--- src/rtl/icb_pkg.sv ---
// ----------------------------------------------------------------------------
// icb_pkg: shared types and constants of the clamped-border convolution block
// Kernel geometry, field widths, register indexes and the request records
// that pass between the front end, the job queue and the back end.
// ----------------------------------------------------------------------------
`default_nettype none

package icb_pkg;

    localparam int KSIZE     = 3;
    localparam int MAX_WIDTH = 1024;
    localparam int KLO       = KSIZE / 2;
    localparam int KHI       = KSIZE - 1 - KLO;
    localparam int NTAP      = KSIZE * KSIZE;

    localparam int COEFS_PER_WORD = 5;
    localparam int NWORD          = 5;
    localparam int COEF_W         = 12;
    localparam int CFG_W          = 60;
    localparam int CFG_IDX_W      = 3;

    localparam int ADDR_W = $clog2(MAX_WIDTH);
    localparam int SLOT_W = (KSIZE > 1) ? $clog2(KSIZE) : 1;

    localparam int PIX_W  = 8;
    localparam int COL_W  = 10;
    localparam int ROW_W  = 12;
    localparam int WID_W  = 11;
    localparam int SUM_W  = 16;
    localparam int PROD_W = PIX_W + 1 + COEF_W;
    localparam int T_W    = SUM_W + 10;

    localparam int S_DATA_W = 8;
    localparam int M_DATA_W = 40;

    localparam int QDEPTH = 4;
    localparam int QPTR_W = 2;
    localparam int QLVL_W = QPTR_W + 1;

    // Below this frame width a queued request could see its taps overwritten
    // by the pixels that follow it, so the front end waits for an empty queue.
    localparam int SAFE_W = 16;

    localparam int RECIP_SH = 16;
    localparam int RECIP    = ((1 << RECIP_SH) + KSIZE - 1) / KSIZE;
    localparam int RECIP_W  = RECIP_SH + 1;

    typedef enum logic [CFG_IDX_W-1:0] {
        REG_COEF0  = 3'd0,
        REG_COEF1  = 3'd1,
        REG_COEF2  = 3'd2,
        REG_COEF3  = 3'd3,
        REG_COEF4  = 3'd4,
        REG_WIDTH  = 3'd5,
        REG_HEIGHT = 3'd6
    } reg_idx_t;

    typedef enum logic {
        REQ_PIXEL = 1'b0,
        REQ_FLUSH = 1'b1
    } req_t;

    typedef struct packed {
        logic [ROW_W-1:0] row;
        logic [COL_W-1:0] col;
        logic             last;
    } job_t;

    typedef struct packed {
        logic              en;
        logic [SLOT_W-1:0] slot;
        logic [ADDR_W-1:0] addr;
        logic [PIX_W-1:0]  data;
    } wr_t;

    typedef struct packed {
        logic [NWORD-1:0][CFG_W-1:0] coef;
        logic [WID_W-1:0]            width;
        logic [ROW_W-1:0]            height;
    } cfg_t;

    // Row number modulo KSIZE by reciprocal multiplication and one correction.
    function automatic logic [SLOT_W-1:0] slot_of(input logic [ROW_W-1:0] x);
        logic [ROW_W+RECIP_W-1:0] prod;
        logic [ROW_W-1:0]         q;
        logic [ROW_W-1:0]         r;
        prod = (ROW_W+RECIP_W)'(x) * (ROW_W+RECIP_W)'(RECIP);
        q    = prod[ROW_W+RECIP_SH-1:RECIP_SH];
        r    = x - ROW_W'(q * ROW_W'(KSIZE));
        if (r >= ROW_W'(KSIZE)) begin
            r = r - ROW_W'(KSIZE);
        end
        return SLOT_W'(r);
    endfunction

endpackage

`default_nettype wire

--- src/rtl/icb_queue.sv ---
// ----------------------------------------------------------------------------
// icb_queue: short request queue between front and back end
// Holds output requests so that intake keeps going while the back end stalls.
// ----------------------------------------------------------------------------
`default_nettype none

module icb_queue (
    input  wire logic                       aclk,
    input  wire logic                       aresetn,
    input  wire logic                       push,
    input  wire icb_pkg::job_t              push_job,
    input  wire logic                       pop,
    output logic                            head_valid,
    output icb_pkg::job_t                   head_job,
    output logic [icb_pkg::QLVL_W-1:0]      level
);

    icb_pkg::job_t mem_reg [icb_pkg::QDEPTH];
    logic [icb_pkg::QPTR_W-1:0] wptr_reg, rptr_reg;
    logic [icb_pkg::QLVL_W-1:0] count_reg, count_next;
    logic do_pop;

    assign do_pop     = pop && (count_reg != '0);
    assign head_valid = (count_reg != '0);
    assign head_job   = mem_reg[rptr_reg];
    assign level      = count_reg;

    always_comb begin
        count_next = count_reg;
        if (push && !do_pop) begin
            count_next = count_reg + icb_pkg::QLVL_W'(1);
        end else if (!push && do_pop) begin
            count_next = count_reg - icb_pkg::QLVL_W'(1);
        end
    end

    always_ff @(posedge aclk) begin
        if (!aresetn) begin
            wptr_reg  <= '0;
            rptr_reg  <= '0;
            count_reg <= '0;
        end else begin
            count_reg <= count_next;
            if (push) begin
                wptr_reg <= wptr_reg + icb_pkg::QPTR_W'(1);
            end
            if (do_pop) begin
                rptr_reg <= rptr_reg + icb_pkg::QPTR_W'(1);
            end
        end
    end

    always_ff @(posedge aclk) begin
        if (push) begin
            mem_reg[wptr_reg] <= push_job;
        end
    end

endmodule

`default_nettype wire

--- config.mk ---
export PLATFORM = sky130hd
export DESIGN_NAME = icb_queue
export DESIGN_NICKNAME = d
export VERILOG_FILES = /design/src/rtl/icb_pkg.sv /design/src/rtl/icb_queue.sv
export SDC_FILE = /design/constraint.sdc
export NUM_CORES = 1
export LEC_CHECK = 0
export BUFFER_PORTS_ARGS = -buffer_cell sky130_fd_sc_hd__clkbuf_2
export CELL_PAD_IN_SITES_DETAIL_PLACEMENT = 2
export CELL_PAD_IN_SITES_GLOBAL_PLACEMENT = 2
export CORE_MARGIN = 2
export CORE_UTILIZATION = 39
export DETAILED_ROUTE_END_ITERATION = 16
export HOLD_SLACK_MARGIN = 0.12
export PLACE_DENSITY = 0.8
export SLEW_MARGIN = 20
export SYNTH_ARGS = -nofsm -noshare
export SYNTH_HDL_FRONTEND = slang
export SYNTH_SLANG_ARGS = --single-unit
--- constraint.sdc ---
create_clock -name aclk -period 1.8 [get_ports aclk]
set_input_delay 0.45 -clock aclk [delete_from_list [all_inputs] [get_ports aclk]]
set_output_delay 0.45 -clock aclk [all_outputs]
set_load 0.1 [all_outputs]
==> results.md, run 1 <==
* Outcome: finished, violations left
* Failing checks: negative setup slack
* Post-Synth Adder-Cell Area at 2.16%
* Initial antenna violation count at 0
* Post-synthesis compound-gate area fraction at 1.31%
* Seq/Total Area, Yosys at 77.0%
* Fraction of layout cells with a size suffix above 1 at 49.4%
* IO buf count at 53
* Setup_tns at -7020 ps
* Post-synth top area share at 72.3%
* First drt pass iteration count at 4
* N_diodes at 0
* Grt ovf at 0
* # fillers at 861
* Slew margin rel. at 64.2%
* Worst Tran Pin Value at 539 ps
* GRT Overall Usage at 16.5%
* WP data required at 1350 ps
* Vias/cell at 4.91
* Routing usage on met2 at 29.5%
* Root buf cell: clkbuf_8
* Period utilisation layout at 118%
* Max VDD drop at 0.00134 V
* Startpoint types: flop
* Total power at 8.60 mW
* Most Crowded Layer GR: met2
* Worst setup margin at -327 ps
* Max H-tree Level at 3
* Reg-to-reg endpoint: level[2]
* WL/cell at 21.2 microns
* Final Hold Vio Count at 0
* Global-route wire length before repair at 12300 microns
* CTS tree: yes
* Mapped Area at 3820 sq um
* Clock Path Buffers at 2
* Worst-skew pair later-pin latency at 360 ps
* GR Util met1 at 19.7%
* Worst-path clk slew at 100 ps
* Routed WL at 8040 microns
* Number of max-cap violations at 0
* Pins Over Slew Limit at 0
* Largest family of logic cells by synthesized area: multiplexers
* Core Area at 9640 sq um
* Placed cell count at 360
* Worst EP arrival at 1680 ps
* Worst setup path category: reg2out
* Die area at 10600 sq um
* Hold Crit Class: in2reg
* Seq pwr share at 33.0%
* Starting Density at 39.7%
* Layout Area Growth over Synthesis at 31.8%
* Area contributors post-synth: edfxtp_1 (72%), mux4_2 (12%), dfxtp_1 (4.7%)
* DP HPWL at 5430 microns
* RSZ-0062 raised after global routing: true
* Warnings, synthesis at 0
* Xor-xnor portion of the synthesized cell area at 1.15%
* Kind of end point of the critical path: output pin
* Cells after synthesis at 162
* Clk_skew at 7.24 ps
* Post-layout min period at 2130 ps
* Multi-input gate area at 806 sq um
* Int Pwr at 5.15 mW
* Flop2flop setup slack at -80 ps
* Die height at 103 microns
* Clk pwr share at 18.3%
* DRC errors left at 0
* Max reg flops at 92
* # rows at 36
* Post-Syn Area per Cell at 23.6 sq um
* Placed cell areas at 4760 sq um
* Worst Setup EP: head_job[4]
* Static Leakage at 1.75 nW
* Distinct cell type count after synthesis at 20
* Vias in the first global route at 2062
* Final instance area at 5040 sq um
* Comb power frac at 48.7%
* Pwr/cell area at 1710 nW/um^2
* Final setup fails at 25
* Reg area at 2960 sq um
* Largest net degree at the start of global routing at 21
* Simple-gate share of the synthesized area at 2.13%
* Util after Layout at 52.2%
* Sw Share at 40.1%
* CTS buffer count at 9
* Initial detailed-routing violation count at 61
* Synth area leader: edfxtp_1
* Layout Cells excl Fill at 380
* Routability cong. at 0.719
* Die W at 103 microns
* CTS Sinks at 101
* CP Max Fanout at 13
* Final ANT Viol Nets at 0
* Nets at 275
* GR Util met3 at 4.20%
* Yosys reg bits at 101
* Fmax at 470 MHz
* R2r startpoint: level[1]
* Mux cell area share after synthesis at 14.4%
* Via count at 1865
* Syn_nets at 195
* R2r worst-path depth at 7
* Hold buffers post-CTS at 0
* I/O pin total at 54
* P_sw at 3.45 mW
power by group through the flow:
stage,logic (mW),registers [mW],clock network (mW)
after floorplan,2.57,3.03,0
after global placement,4.09,2.86,0
after detailed placement,4.16,2.88,0
after CTS,4.23,2.84,1.64
after global routing,4.34,2.86,1.71
final,4.19,2.84,1.57
synthesized netlist by cell type:
cell and count:
a21boi_0 1, and2_1 9, buf_12 2, buf_2 2
buf_6 1, dfxtp_1 9, edfxtp_1 92, fa_1 1
ha_1 5, inv_1 3, mux2i_1 2, mux4_1 3
mux4_2 20, nor2b_1 2, o21ai_0 1, o311ai_2 1
o31ai_4 1, or3_1 2, xnor2_1 3, xor2_1 2
cell families after synthesis:
group / count (synthesis)
flops: 101
mux: 25
simple gates: 13
buf+inv: 8
fa+ha+maj: 6
xor+xnor: 5
compound gates: 4
area by class of cell:
class	instances	share of cell area [%]
timing repair buffer	74	17.3
multi-input combinational	53	16.0
clock inverter	6	1.89
sequential	101	58.7
tap	133	3.30
clock buffer	10	2.53
inverter	3	0.224
layer usage:
| metal | vias up | share of wire, % |
|---|---|---|
| li1 | 825 | - |
| met1 | 997 | 41 |
| met2 | 36 | 55 |
| met3 | 7 | 3.2 |
| met4 | 0 | 1.0 |
| met5 | - | 0 |
worst min path at each step:
stage,from,end,depth (start not counted),slack [ps]
6_report,push_job[14],mem_reg[2][14],1,300
5_1_grt,push_job[21],mem_reg[3][21],1,290
4_1_cts,push_job[4],mem_reg[1][4],1,290
3_5_place_dp,rptr_reg[1],flop,2,590
3_3_place_gp,wptr_reg[1],wptr_reg[1],2,560
2_1_floorplan,wptr_reg[1],wptr_reg[1],2,530
stage by stage:
step | setup WS [ps] | hold slack (ps)
3_3_place_gp | -47.0 | 557
3_5_place_dp | -121 | 586
6_report | -327 | 303
4_1_cts | -361 | 288
2_1_floorplan | -146 | 528
5_1_grt | -401 | 288
repair_timing:
item	4_1_cts	5_1_grt
resized for setup	6	1
buffers inserted	3	1
pin swaps	2	3
setup endpoints to repair	26	26
placed cells by master (no fill, tap or decap), types with 3 or more instances in the layout:
cell      count
dfxtp_4       4
and2_1        9
clkbuf_8      9
ha_1          4
buf_4        13
buf_12       30
xnor2_1       3
dfxtp_1       5
clkbuf_2     27
buf_6         3
edfxtp_1     92
mux4_2       23
worst max-delay path, cell delays in order (launching register included):
cell and delay, ps:
dfxtp_4 390, buf_12 170, mux4_2 560, buf_12 190
Note: power is estimated with default switching activity, not from simulation.
==> inputs of run 2 (changes only) <==
--- a/config.mk
+++ b/config.mk
@@ -11,6 +11,7 @@
 export CORE_MARGIN = 2
 export CORE_UTILIZATION = 39
 export DETAILED_ROUTE_END_ITERATION = 16
+export GPL_TIMING_DRIVEN = 0
 export HOLD_SLACK_MARGIN = 0.12
 export PLACE_DENSITY = 0.8
 export SLEW_MARGIN = 20
==> results.md, run 2 (synthesis results as in run 1) <==
* Routing usage on met2 at 30.3% (was 29.5%)
* Most frequent cells in the layout: edfxtp_1 (92), clkbuf_2 (28), mux4_2 (23), buf_8 (19), clkbuf_8 (9) (was edfxtp_1 (92), buf_12 (30), clkbuf_2 (27), mux4_2 (23), buf_4 (13))
* Multi-input gate area at 811 sq um (was 806 sq um)
* Max reg flops at 92 (unchanged)
* GR Util met3 at 3.93% (was 4.20%)
* Util after Layout at 50.8% (was 52.2%)
* Worst Setup EP: head_job[22] (was head_job[4])
* Worst EP arrival at 1760 ps (was 1680 ps)
* Worst-path clk slew at 100 ps (about the same)
* I/O pin total at 54 (unchanged)
* Setup_tns at -8730 ps (was -7020 ps)
* Largest net degree at the start of global routing at 24 (was 21)
* DP HPWL at 5180 microns (was 5430 microns)
* Worst setup path category: reg2out (unchanged)
* Post-layout min period at 2210 ps (was 2130 ps)
* DRC errors left at 0 (unchanged)
* CP cell instances: buf_12 -> buf_16 -> mux4_2 -> clkbuf_16 (was buf_12 -> mux4_2 -> buf_12)
* Final Hold Vio Count at 0 (unchanged)
* Fmax at 452 MHz (was 470 MHz)
* Pins Over Slew Limit at 0 (unchanged)
* Static Leakage at 1.69 nW (was 1.75 nW)
* Routability cong. at 0.615 (was 0.719)
* Placed cell count at 348 (was 360)
* Number of max-cap violations at 0 (unchanged)
* Vias in the first global route at 2055 (was 2062)
* IO buf count at 53 (unchanged)
* RSZ-0062 raised after global routing: true (unchanged)
* Worst-skew pair later-pin latency at 370 ps (was 360 ps)
* Die area at 10600 sq um (unchanged)
* CP Max Fanout at 7 (was 13)
* Starting Density at 39.7% (unchanged)
* N_diodes at 0 (unchanged)
* # fillers at 879 (was 861)
* Most common cell after layout, fill and taps aside: edfxtp_1 (unchanged)
* First drt pass iteration count at 4 (unchanged)
* Routed WL at 8030 microns (was 8040 microns)
* Hold Crit Class: in2reg (unchanged)
* Root buf cell: clkbuf_8 (unchanged)
* CTS Sinks at 101 (unchanged)
* Final setup fails at 24 (was 25)
* CTS buffer count at 9 (unchanged)
* Global-route wire length before repair at 12200 microns (was 12300 microns)
* Most Crowded Layer GR: met2 (unchanged)
* Clk_skew at 17.0 ps (was 7.24 ps)
* Placed cell areas at 4260 sq um (was 4760 sq um)
* Worst path slowest cell: mux4_2 (unchanged)
* Reg-to-reg endpoint: level[2] (unchanged)
* Max H-tree Level at 3 (unchanged)
* Period utilisation layout at 123% (was 118%)
* Reg area at 2960 sq um (about the same)
* WP data required at 1350 ps (about the same)
* CTS tree: yes (unchanged)
* GRT Overall Usage at 16.5% (about the same)
* Final instance area at 4900 sq um (was 5040 sq um)
* Max VDD drop at 0.00111 V (was 0.00134 V)
* Die height at 103 microns (unchanged)
* Die W at 103 microns (unchanged)
* R2r startpoint: level[0] (was level[1])
* Flop2flop setup slack at -90 ps (was -80 ps)
* Worst Tran Pin Value at 687 ps (was 539 ps)
* Layout Cells excl Fill at 373 (was 380)
* Kind of end point of the critical path: output pin (unchanged)
* Failing checks: negative setup slack (unchanged)
* Pwr/cell area at 1730 nW/um^2 (was 1710 nW/um^2)
* Initial detailed-routing violation count at 53 (was 61)
* Hold buffers post-CTS at 0 (unchanged)
* Fraction of layout cells with a size suffix above 1 at 49.2% (was 49.4%)
* Outcome: finished, violations left (unchanged)
* Nets at 268 (was 275)
* Clock Path Buffers at 2 (unchanged)
* Worst setup margin at -413 ps (was -327 ps)
* Via count at 1819 (was 1865)
* Startpoint types: flop (unchanged)
* Initial antenna violation count at 0 (unchanged)
* Slew margin rel. at 54.2% (was 64.2%)
* Hold slack at 290 ps (was 303 ps)
* GR Util met1 at 18.6% (was 19.7%)
* Grt ovf at 0 (unchanged)
* Final ANT Viol Nets at 0 (unchanged)
* R2r worst-path depth at 7 (unchanged)
* Slowest stage delay, CP at 530 ps (was 560 ps)
* # rows at 36 (unchanged)
* WL/cell at 21.5 microns (was 21.2 microns)
* Layout Area Growth over Synthesis at 28.2% (was 31.8%)
* Vias/cell at 4.88 (was 4.91)
* Core Area at 9640 sq um (unchanged)
==> run 2: cell types whose count changed in the layout (fill, tap and decap cells not counted), moves of 4 or more <==
cell | before | now
and2_1 | 9 | 5
and2_2 | 0 | 4
buf_12 | 30 | 3
buf_4 | 13 | 7
buf_8 | 0 | 19
clkbuf_16 | 0 | 6
==> run 2: timing repair <==
action                                 CTS  global route
gates cloned                             1             1
resized for setup                       61            21
setup endpoints to repair               25            25
pin swaps                                2             1
endpoints found under the hold margin    0             0
buffers inserted                         6             1
==> run 2: critical path, delay by kind of cell (launching register included) <==
family | cells | cell delay [ps]
mux | 1 | 530
flops | 1 | 360
buf+inv | 3 | 490
==> run 2: cell type report <==
class | instances | area share (%)
sequential | 101 | 60.3
tap | 133 | 3.40
clock buffer | 11 | 2.68
timing repair buffer | 62 | 13.6
buffer | 5 | 1.53
multi-input combinational | 53 | 16.5
clock inverter | 5 | 1.71
inverter | 3 | 0.230
==> run 2: worst min path at each step <==
stage	slack (ps)	from	cells after the start	to
2_1_floorplan	530	wptr_reg[1]	2	wptr_reg[1]
3_3_place_gp	530	level[2]	2	level[2]
3_5_place_dp	540	level[2]	2	level[2]
4_1_cts	290	push_job[21]	1	mem_reg[3][21]
5_1_grt	270	push_job[21]	1	mem_reg[0][21]
6_report	290	push_job[21]	1	mem_reg[0][21]
==> run 2: power breakdown <==
| group | total [mW] | internal [mW] | switching (mW) |
|---|---|---|---|
| combinational | 4.09 | 1.53 | 2.56 |
| sequential | 2.84 | 2.74 | 0.0998 |
| clock | 1.57 | 0.790 | 0.775 |
==> run 2: per-stage QoR <==
step	setup slack (ps)	power, mW
final	-413	8.49
after global routing	-473	8.80
after CTS	-447	8.31
after detailed placement	-213	6.09
after global placement	-266	6.02
after floorplan	-146	5.61
==> run 2: per-layer routing <==
metal	vias up	routed length (microns)
li1	809	-
met4	0	125
met3	13	287
met2	37	4520
met1	960	3100
met5	-	0
