$ cat config.mk
export PLATFORM = sky130hd
export DESIGN_NAME = icb_front
export DESIGN_NICKNAME = d
export VERILOG_FILES = /design/src/rtl/icb_pkg.sv /design/src/rtl/icb_front.sv
export SDC_FILE = /design/constraint.sdc
export NUM_CORES = 1
export LEC_CHECK = 0
export BUFFER_PORTS_ARGS = -buffer_cell sky130_fd_sc_hd__buf_4
export CORE_MARGIN = 1
export CORE_UTILIZATION = 38
export DETAILED_ROUTE_END_ITERATION = 10
export HOLD_SLACK_MARGIN = 0.02
export PLACE_DENSITY = 0.69
export SYNTH_ARGS = -nofsm -noshare
export SYNTH_HDL_FRONTEND = slang
export SYNTH_SLANG_ARGS = --single-unit
$ cat constraint.sdc
create_clock -name aclk -period 10.9 [get_ports aclk]
set_clock_uncertainty 0.1 [all_clocks]
set_input_delay 0.545 -clock aclk [delete_from_list [all_inputs] [get_ports aclk]]
set_output_delay 0.545 -clock aclk [all_outputs]
set_load 0.005 [all_outputs]
$ cat src/rtl/icb_pkg.sv
// ----------------------------------------------------------------------------
// icb_pkg: shared types and constants of the clamped-border convolution block
// Kernel geometry, field widths, register indexes and the request records
// that pass between the front end, the job queue and the back end.
// ----------------------------------------------------------------------------
`default_nettype none

package icb_pkg;

    localparam int KSIZE     = 3;
    localparam int MAX_WIDTH = 1024;
    localparam int KLO       = KSIZE / 2;
    localparam int KHI       = KSIZE - 1 - KLO;
    localparam int NTAP      = KSIZE * KSIZE;

    localparam int COEFS_PER_WORD = 5;
    localparam int NWORD          = 5;
    localparam int COEF_W         = 12;
    localparam int CFG_W          = 60;
    localparam int CFG_IDX_W      = 3;

    localparam int ADDR_W = $clog2(MAX_WIDTH);
    localparam int SLOT_W = (KSIZE > 1) ? $clog2(KSIZE) : 1;

    localparam int PIX_W  = 8;
    localparam int COL_W  = 10;
    localparam int ROW_W  = 12;
    localparam int WID_W  = 11;
    localparam int SUM_W  = 16;
    localparam int PROD_W = PIX_W + 1 + COEF_W;
    localparam int T_W    = SUM_W + 10;

    localparam int S_DATA_W = 8;
    localparam int M_DATA_W = 40;

    localparam int QDEPTH = 4;
    localparam int QPTR_W = 2;
    localparam int QLVL_W = QPTR_W + 1;

    // Below this frame width a queued request could see its taps overwritten
    // by the pixels that follow it, so the front end waits for an empty queue.
    localparam int SAFE_W = 16;

    localparam int RECIP_SH = 16;
    localparam int RECIP    = ((1 << RECIP_SH) + KSIZE - 1) / KSIZE;
    localparam int RECIP_W  = RECIP_SH + 1;

    typedef enum logic [CFG_IDX_W-1:0] {
        REG_COEF0  = 3'd0,
        REG_COEF1  = 3'd1,
        REG_COEF2  = 3'd2,
        REG_COEF3  = 3'd3,
        REG_COEF4  = 3'd4,
        REG_WIDTH  = 3'd5,
        REG_HEIGHT = 3'd6
    } reg_idx_t;

    typedef enum logic {
        REQ_PIXEL = 1'b0,
        REQ_FLUSH = 1'b1
    } req_t;

    typedef struct packed {
        logic [ROW_W-1:0] row;
        logic [COL_W-1:0] col;
        logic             last;
    } job_t;

    typedef struct packed {
        logic              en;
        logic [SLOT_W-1:0] slot;
        logic [ADDR_W-1:0] addr;
        logic [PIX_W-1:0]  data;
    } wr_t;

    typedef struct packed {
        logic [NWORD-1:0][CFG_W-1:0] coef;
        logic [WID_W-1:0]            width;
        logic [ROW_W-1:0]            height;
    } cfg_t;

    // Row number modulo KSIZE by reciprocal multiplication and one correction.
    function automatic logic [SLOT_W-1:0] slot_of(input logic [ROW_W-1:0] x);
        logic [ROW_W+RECIP_W-1:0] prod;
        logic [ROW_W-1:0]         q;
        logic [ROW_W-1:0]         r;
        prod = (ROW_W+RECIP_W)'(x) * (ROW_W+RECIP_W)'(RECIP);
        q    = prod[ROW_W+RECIP_SH-1:RECIP_SH];
        r    = x - ROW_W'(q * ROW_W'(KSIZE));
        if (r >= ROW_W'(KSIZE)) begin
            r = r - ROW_W'(KSIZE);
        end
        return SLOT_W'(r);
    endfunction

endpackage

`default_nettype wire

$ cat src/rtl/icb_front.sv
// ----------------------------------------------------------------------------
// icb_front: request intake and output scheduling
// Holds the configuration, stores incoming pixels, tracks input and output
// positions and issues one output request whenever all its taps are present.
// ----------------------------------------------------------------------------
`default_nettype none

module icb_front (
    input  wire logic                            aclk,
    input  wire logic                            aresetn,
    input  wire logic                            cfg_wr_en,
    input  wire logic [icb_pkg::CFG_IDX_W-1:0]   cfg_index,
    input  wire logic [icb_pkg::CFG_W-1:0]       cfg_data,
    input  wire logic                            s_tvalid,
    output logic                                 s_tready,
    input  wire logic [icb_pkg::S_DATA_W-1:0]    s_tdata,
    input  wire logic                            s_tuser,
    input  wire logic [icb_pkg::QLVL_W-1:0]      q_level,
    output logic                                 q_push,
    output icb_pkg::job_t                        q_job,
    output icb_pkg::wr_t                         wr,
    output icb_pkg::cfg_t                        cfg
);

    localparam int COL_W = icb_pkg::COL_W;
    localparam int ROW_W = icb_pkg::ROW_W;
    localparam int WID_W = icb_pkg::WID_W;

    logic [icb_pkg::NWORD-1:0][icb_pkg::CFG_W-1:0] coef_reg;
    logic [WID_W-1:0] width_reg;
    logic [ROW_W-1:0] height_reg;

    logic [COL_W-1:0] in_col_reg, in_col_next;
    logic [ROW_W-1:0] in_row_reg, in_row_next;
    logic [COL_W-1:0] em_col_reg, em_col_next;
    logic [ROW_W-1:0] em_row_reg, em_row_next;
    logic             done_reg, done_next;

    logic [WID_W-1:0] weff;
    logic [ROW_W-1:0] heff;
    logic             accept;
    logic             is_pix;
    logic             done_mid;
    logic [ROW_W:0]   nr;
    logic [COL_W:0]   nc;
    logic             ready;
    logic             emit;
    logic             last;

    always_ff @(posedge aclk) begin
        if (!aresetn) begin
            coef_reg   <= '0;
            width_reg  <= WID_W'(1024);
            height_reg <= ROW_W'(1024);
        end else if (cfg_wr_en) begin
            case (icb_pkg::reg_idx_t'(cfg_index))
                icb_pkg::REG_COEF0:  coef_reg[0] <= cfg_data;
                icb_pkg::REG_COEF1:  coef_reg[1] <= cfg_data;
                icb_pkg::REG_COEF2:  coef_reg[2] <= cfg_data;
                icb_pkg::REG_COEF3:  coef_reg[3] <= cfg_data;
                icb_pkg::REG_COEF4:  coef_reg[4] <= cfg_data;
                icb_pkg::REG_WIDTH:  width_reg   <= cfg_data[WID_W-1:0];
                icb_pkg::REG_HEIGHT: height_reg  <= cfg_data[ROW_W-1:0];
                default: ;
            endcase
        end
    end

    always_comb begin
        if (width_reg == '0) begin
            weff = WID_W'(1);
        end else if (width_reg > WID_W'(icb_pkg::MAX_WIDTH)) begin
            weff = WID_W'(icb_pkg::MAX_WIDTH);
        end else begin
            weff = width_reg;
        end
        heff = (height_reg == '0) ? ROW_W'(1) : height_reg;
    end

    assign s_tready = (q_level < icb_pkg::QLVL_W'(icb_pkg::QDEPTH)) &&
                      ((weff >= WID_W'(icb_pkg::SAFE_W)) || (q_level == '0));
    assign accept = s_tvalid && s_tready;
    // A pixel that arrives while the previous frame is still draining is dropped.
    assign is_pix = (icb_pkg::req_t'(s_tuser) == icb_pkg::REQ_PIXEL) && !done_reg;

    always_comb begin
        in_col_next = in_col_reg;
        in_row_next = in_row_reg;
        done_mid    = done_reg;
        if (accept && is_pix) begin
            if (({1'b0, in_col_reg} + (COL_W+1)'(1)) >= weff) begin
                in_col_next = '0;
                if (({1'b0, in_row_reg} + (ROW_W+1)'(1)) >= {1'b0, heff}) begin
                    in_row_next = '0;
                    done_mid    = 1'b1;
                end else begin
                    in_row_next = in_row_reg + ROW_W'(1);
                end
            end else begin
                in_col_next = in_col_reg + COL_W'(1);
            end
        end

        nr = {1'b0, em_row_reg} + (ROW_W+1)'(icb_pkg::KHI);
        if (nr > {1'b0, heff - ROW_W'(1)}) begin
            nr = {1'b0, heff - ROW_W'(1)};
        end
        nc = {1'b0, em_col_reg} + (COL_W+1)'(icb_pkg::KHI);
        if (nc > (weff - WID_W'(1))) begin
            nc = weff - WID_W'(1);
        end
        ready = done_mid || (nr < {1'b0, in_row_next}) ||
                ((nr == {1'b0, in_row_next}) && (nc < {1'b0, in_col_next}));
        emit  = accept && ready;

        em_col_next = em_col_reg;
        em_row_next = em_row_reg;
        last        = 1'b0;
        done_next   = done_mid;
        if (emit) begin
            if (({1'b0, em_col_reg} + (COL_W+1)'(1)) >= weff) begin
                em_col_next = '0;
                if (({1'b0, em_row_reg} + (ROW_W+1)'(1)) >= {1'b0, heff}) begin
                    em_row_next = '0;
                    last        = 1'b1;
                    done_next   = 1'b0;
                end else begin
                    em_row_next = em_row_reg + ROW_W'(1);
                end
            end else begin
                em_col_next = em_col_reg + COL_W'(1);
            end
        end
    end

    always_ff @(posedge aclk) begin
        if (!aresetn) begin
            in_col_reg <= '0;
            in_row_reg <= '0;
            em_col_reg <= '0;
            em_row_reg <= '0;
            done_reg   <= 1'b0;
        end else begin
            in_col_reg <= in_col_next;
            in_row_reg <= in_row_next;
            em_col_reg <= em_col_next;
            em_row_reg <= em_row_next;
            done_reg   <= done_next;
        end
    end

    always_comb begin
        wr.en   = accept && is_pix;
        wr.slot = icb_pkg::slot_of(in_row_reg);
        if ({1'b0, in_col_reg} > (COL_W+1)'(icb_pkg::MAX_WIDTH - 1)) begin
            wr.addr = icb_pkg::ADDR_W'(icb_pkg::MAX_WIDTH - 1);
        end else begin
            wr.addr = icb_pkg::ADDR_W'(in_col_reg);
        end
        wr.data = s_tdata[icb_pkg::PIX_W-1:0];
    end

    assign q_push     = emit;
    assign q_job.row  = em_row_reg;
    assign q_job.col  = em_col_reg;
    assign q_job.last = last;

    assign cfg.coef   = coef_reg;
    assign cfg.width  = weff;
    assign cfg.height = heff;

endmodule

`default_nettype wire

==> results.cfg, run 1 <==
[status]
outcome = finished clean

[route]
drt-initial-drc-count = 1041
post-route-drc-count = 0
detail-route-antenna-nets = 0
first_pass_iters = 5
wl_per_cell_um = 19.19
wirelength_um = 68020
viasPerCell = 5.165
num_vias = 18304

[timing]
hold_violations = 0
finalWorstSetupSlack_ns = 1.537
fin_crit_ns = 9.363
setup_viol = 0
tns_ns = 0
tightest_slew_ns = 1.186
rsz0062_at_grt = false
slew_violations = 0
max_slew_margin_pct = 20.95
period_share_pct = 85.90
fmax_mhz = 106.8

[clock_tree]
cts_tree = built
root_buffer = clkbuf_16
clock_latency_ns = 0.56
clkTransAtPathRegs_ns = 0.06
cts_buffers = 41
cts_hold_buf = 0
h-tree-depth = 2
clock_path_buffers = 3
cts_resized = 0
cts.sinks = 368
postCtsSetupRepairBufs = 0

[floorplanning]
core_mm2 = 0.05297
rows = 84
ios = 448
die_h_um = 234.3
dieArea_mm2 = 0.05489
fp.dieW_um = 234.3
start_util_pct = 38.71

[logic_synthesis]
ys_warn_count = 0
synthCells = 2478
synth.distinct_cells = 63
syn-num-nets = 2790
synth-seq-cells = 368
synth_async_sr_flop_share_pct = 0
synth-edff-count = 0
dominantRegCellSynth = dfxtp_1
yosysSeqAreaShare_pct = 35.93
synth.avg_cell_area_um2 = 8.274
syn_area_mm2 = 0.02050

[run]
cap_violations = 0

[finish]
final_cell_mix = 706 x nand2_1, 445 x buf_4, 368 x dfxtp_1
stdcell_area_mm2 = 0.02555
finalNetCount = 3131
finalNonFillerCells = 3544
multi_input_area_mm2 = 0.01202
seq_area_mm2 = 0.007367
finish.utilization_pct = 48.23
mostFrequentLayoutCell = nand2_1
syn_to_final_growth_pct = 24.61
fillers = 5084
drive_gt1_share_pct = 18.48
largest_reg_flops = 300

[power_and_ir_drop]
p_leak_nw = 11.31
p_per_area_mw_per_mm2 = 119.9
p_sw_share_pct = 24.34
peakVddDrop_uv = 126.2
p_sw_w = 0.0007455
clock_power_share_pct = 47.2
combPwrFrac_pct = 7.5
p_seq_share_pct = 45.3
intPower_w = 0.002317

[grt]
grt_pass1_wl_um = 102100
antenna_found_initial = 4
first_global_vias = 17678
globalRouteOverflowTotal = 0
grt_max_degree = 141
track_usage_pct = 24.05

[setup_path]
slowest_delay_ns = 0.59
arrival_ns = 8.72
crit_required_ns = 10.26
crit_path_end_kind = output port
critical_path_class = reg2out
cp-start-kind = flip-flop
cp_max_fo = 9
cp_slowest_cell = dfxtp_1

[placed_design]
place_ws_ns = 2.139
io_buffers = 431
globalplace.congestion = 0.9382
placed_area_mm2 = 0.02415
hpwl_um = 49710
dpl.cell_count = 3464

[worst_hold_path]
hp-class = in2reg
==> power groups by stage <==
stage          logic (W)  registers, W  clock network (W)
2_1_floorplan   0.000108       0.00142                  0
5_1_grt         0.000249       0.00139            0.00152
3_5_place_dp    0.000229       0.00142                  0
3_3_place_gp    0.000224       0.00142                  0
4_1_cts         0.000229       0.00139            0.00147
6_report        0.000229       0.00139            0.00145
==> routing by layer <==
metal / global-route usage [%] / routed length (um) / vias up
met4: 8.239 / 1982 / 2
met1: 29.65 / 27930 / 8781
li1: - / - / 8867
met5: 0.8036 / 57 / -
met3: 7.478 / 5840 / 101
met2: 39.36 / 32210 / 553
==> final timing paths <==
check,slack (ns),startpoint,cells after the start,end
max reg2reg,3.26,height_reg[7],27,em_row_reg[3]
min reg2reg,0.36,cfg[191],2,cfg[191]
min,0.18,cfg_data[52],3,cfg[135]
max,1.54,in_row_reg[3],31,wr[19]
==> cell families after synthesis <==
family / count (synthesis) / synth area share, %
buffers and inverters: 295 / 5.675
multiplexers: 20 / 0.9947
AO/OA/AOI/OAI: 533 / 18.69
adder cells (fa/ha/maj): 233 / 16.12
XOR/XNOR: 69 / 2.947
AND/OR/NAND/NOR: 960 / 19.64
flip-flops: 368 / 35.93
==> through the flow <==
step / hold slack, ns / total power (W)
CTS: 0.1445 / 0.003088
finish: 0.1763 / 0.003062
global placement: 0.3535 / 0.001641
global route: 0.1636 / 0.003164
detailed placement: 0.3597 / 0.001646
floorplan: 0.3524 / 0.001524
==> cells in the mapped netlist (4+ instances only) <==
cell type  number  area [um2]
o211ai_1        9       67.56
nor3_1         15       75.07
a21o_1         26       195.2
a31oi_1         5       31.28
or3_1           6       37.54
o21a_1         20       150.1
nor2b_1        53       331.6
ha_1          181        2265
nand3_1        33       165.2
a2bb2oi_1       5       43.79
mux2i_1        17       170.2
nand2_1       709        2661
a21boi_0      325        2440
fa_1           52        1041
inv_1         146       548.0
xnor2_1        39       341.6
nand2b_1        9       56.30
o21ai_0        35       175.2
buf_4           9       67.56
a211oi_1        8       60.06
a21oi_1        53       265.3
dfxtp_1       368        7367
a41o_1          6       60.06
xor2_1         30       262.8
nor2_1         71       266.5
clkbuf_1      136       510.5
nand4_1        15       93.84
o31ai_1         4       30.03
nor4_1          6       37.54
a22oi_1        10       75.07
and3_1         21       131.4
and2_1          6       37.54
==> worst max-delay path: cells and delay by family, from the launching register on <==
family / cells / cell delay (ns)
buffers and inverters: 5 / 0.37
muxes: 1 / 0.29
adders and majority gates: 8 / 3.43
xor gates and xnor gates: 2 / 0.36
and+or+nand+nor: 6 / 0.97
DFF: 1 / 0.59
AOI/OAI and AO/OA: 9 / 2.13
==> cell type report <==
class,instances,share of cell area (%)
flip-flops and latches,368,28.83
clock inverters,16,0.8276
inverters,147,2.160
well taps,688,3.369
diodes,5,0.04897
repair buffers,446,13.13
clock buffers,59,4.598
multi-input cells,1815,47.03
(Power assumes the default switching activity.)
==> run 2, diff against run 1 <==
- clock period: 10.9 -> 9.35 ns (I/O delays scaled with it)
==> run 2 against run 1 <==
Non-clock buffer count up 4. Via count up 0.84%. Critical path depth up 1. Global-route usage about the same. Die area unchanged. Flip-flop and latch count unchanged. Worst hold slack worse by 0.088 ns. Sequential power up 17%. Clock power up 15%. Largest cell class unchanged.
==> results.cfg, run 2 (synthesis gave the netlist of run 1 again) <==
[status]
outcome = finished clean

[floorplanning]
start_util_pct = 38.71
core_mm2 = 0.05297
fp.dieW_um = 234.3
dieArea_mm2 = 0.05489
rows = 84
die_h_um = 234.3
ios = 448

[placed_design]
dpl.cell_count = 3468
placed_area_mm2 = 0.02418
hpwl_um = 49910
globalplace.congestion = 0.9300
io_buffers = 431
place_ws_ns = 0.8175

[clock_tree]
cts_tree = built
clkTransAtPathRegs_ns = 0.06
root_buffer = clkbuf_16
clock_path_buffers = 3
cts_buffers = 42
h-tree-depth = 2
clock_latency_ns = 0.56
cts.sinks = 368

[power_and_ir_drop]
total_power_w = 0.003560
peakVddDrop_uv = 143.3
p_leak_nw = 11.34
p_per_area_mw_per_mm2 = 139.0

[finish]
finalNetCount = 3136
final_cell_mix = 706 x nand2_1, 449 x buf_4, 367 x dfxtp_1
syn_to_final_growth_pct = 24.89
finalNonFillerCells = 3546
mostFrequentLayoutCell = nand2_1
drive_gt1_share_pct = 18.65
largest_reg_flops = 300
stdcell_area_mm2 = 0.02561

[setup_path]
cp_top_family = adder cells
cp_slowest_cell = fa_1
crit_required_ns = 8.78
slowest_delay_ns = 0.54
cp_max_fo = 9
critical_path_class = reg2out
arrival_ns = 8.35
critPathMostFrequentCell = inv_1
crit_path_end_kind = output port
cp-start-kind = flip-flop
critical_path_buf_inv_count = 7

[route]
post-route-drc-count = 0
viasPerCell = 5.205
wirelength_um = 67980
detail-route-antenna-nets = 0
drt-initial-drc-count = 1107
wl_per_cell_um = 19.17
first_pass_iters = 5
num_vias = 18458

[run]
cap_violations = 0

[timing]
finalWorstSetupSlack_ns = 0.4308
max_slew_margin_pct = 31.50
tightest_slew_ns = 1.028
setup_viol = 0
period_share_pct = 95.39
hold_violations = 0
hold_ws_ns = 0.08867
slew_violations = 0
fin_crit_ns = 8.919
fmax_mhz = 112.1

[grt]
antenna_found_initial = 4
track_usage_pct = 24.02
grt_pass1_wl_um = 102100
first_global_vias = 17979
grt_max_degree = 141
globalRouteOverflowTotal = 0

[worst_hold_path]
hp-class = in2reg
## run 2: final timing paths
kind | from | end | slack, ns | depth (start not counted)
max | in_row_reg[3] | wr[19] | 0.43 | 32
min | cfg_data[52] | cfg[315] | 0.09 | 3
max reg2reg | height_reg[7] | em_row_reg[3] | 2.23 | 30
min reg2reg | cfg[192] | cfg[192] | 0.36 | 2
## run 2: layout make-up
cell class                      instances  area (um2)
Inverter                              147       551.8
Multi-Input combinational cell       1815       12040
Timing Repair Buffer                  450        3385
Sequential cell                       368        7368
Antenna cell                            6       15.01
Fill cell                            5045       27370
Clock inverter                         11       176.4
Tap cell                              688       860.8
Clock buffer                           61        1214
## run 2: worst register-to-register path: cells and delay by family, from the launching register on
kind | cells | cell delay, ns
AOI/OAI and AO/OA | 14 | 2.55
xor gates and xnor gates | 1 | 0.24
adders and majority gates | 3 | 0.85
buffers and inverters | 2 | 0.31
DFF | 1 | 0.38
muxes | 1 | 0.26
and+or+nand+nor | 9 | 2.35
## run 2: per-layer routing
layer / part of all wire [%] / routed length, um / GRT usage [%]
met3: 8.6 / 5880 / 6.858
met1: 41 / 27800 / 29.59
met4: 3.3 / 2239 / 9.456
met2: 47 / 32070 / 39.36
met5: 0 / 0 / 0
## run 2: through the flow
stage                     util (%)   TNS (ns)
after detailed placement     45.65          0
after global routing         48.33  -0.008867
after floorplan                  -          0
after global placement       45.65          0
after CTS                    48.27          0
final                        48.34          0
## run 2: what timing repair did
action | CTS | global route
buffers inserted | 0 | 0
hold buffers | 0 | 0
setup endpoints to repair | 0 | 2
gates resized for setup | 0 | 7
## run 2: power by group
group          switching (W)  internal (W)  leakage [nW]
combinational       0.000155      0.000113          7.69
clock               0.000685      0.000988         0.677
sequential         0.0000208       0.00160          2.98
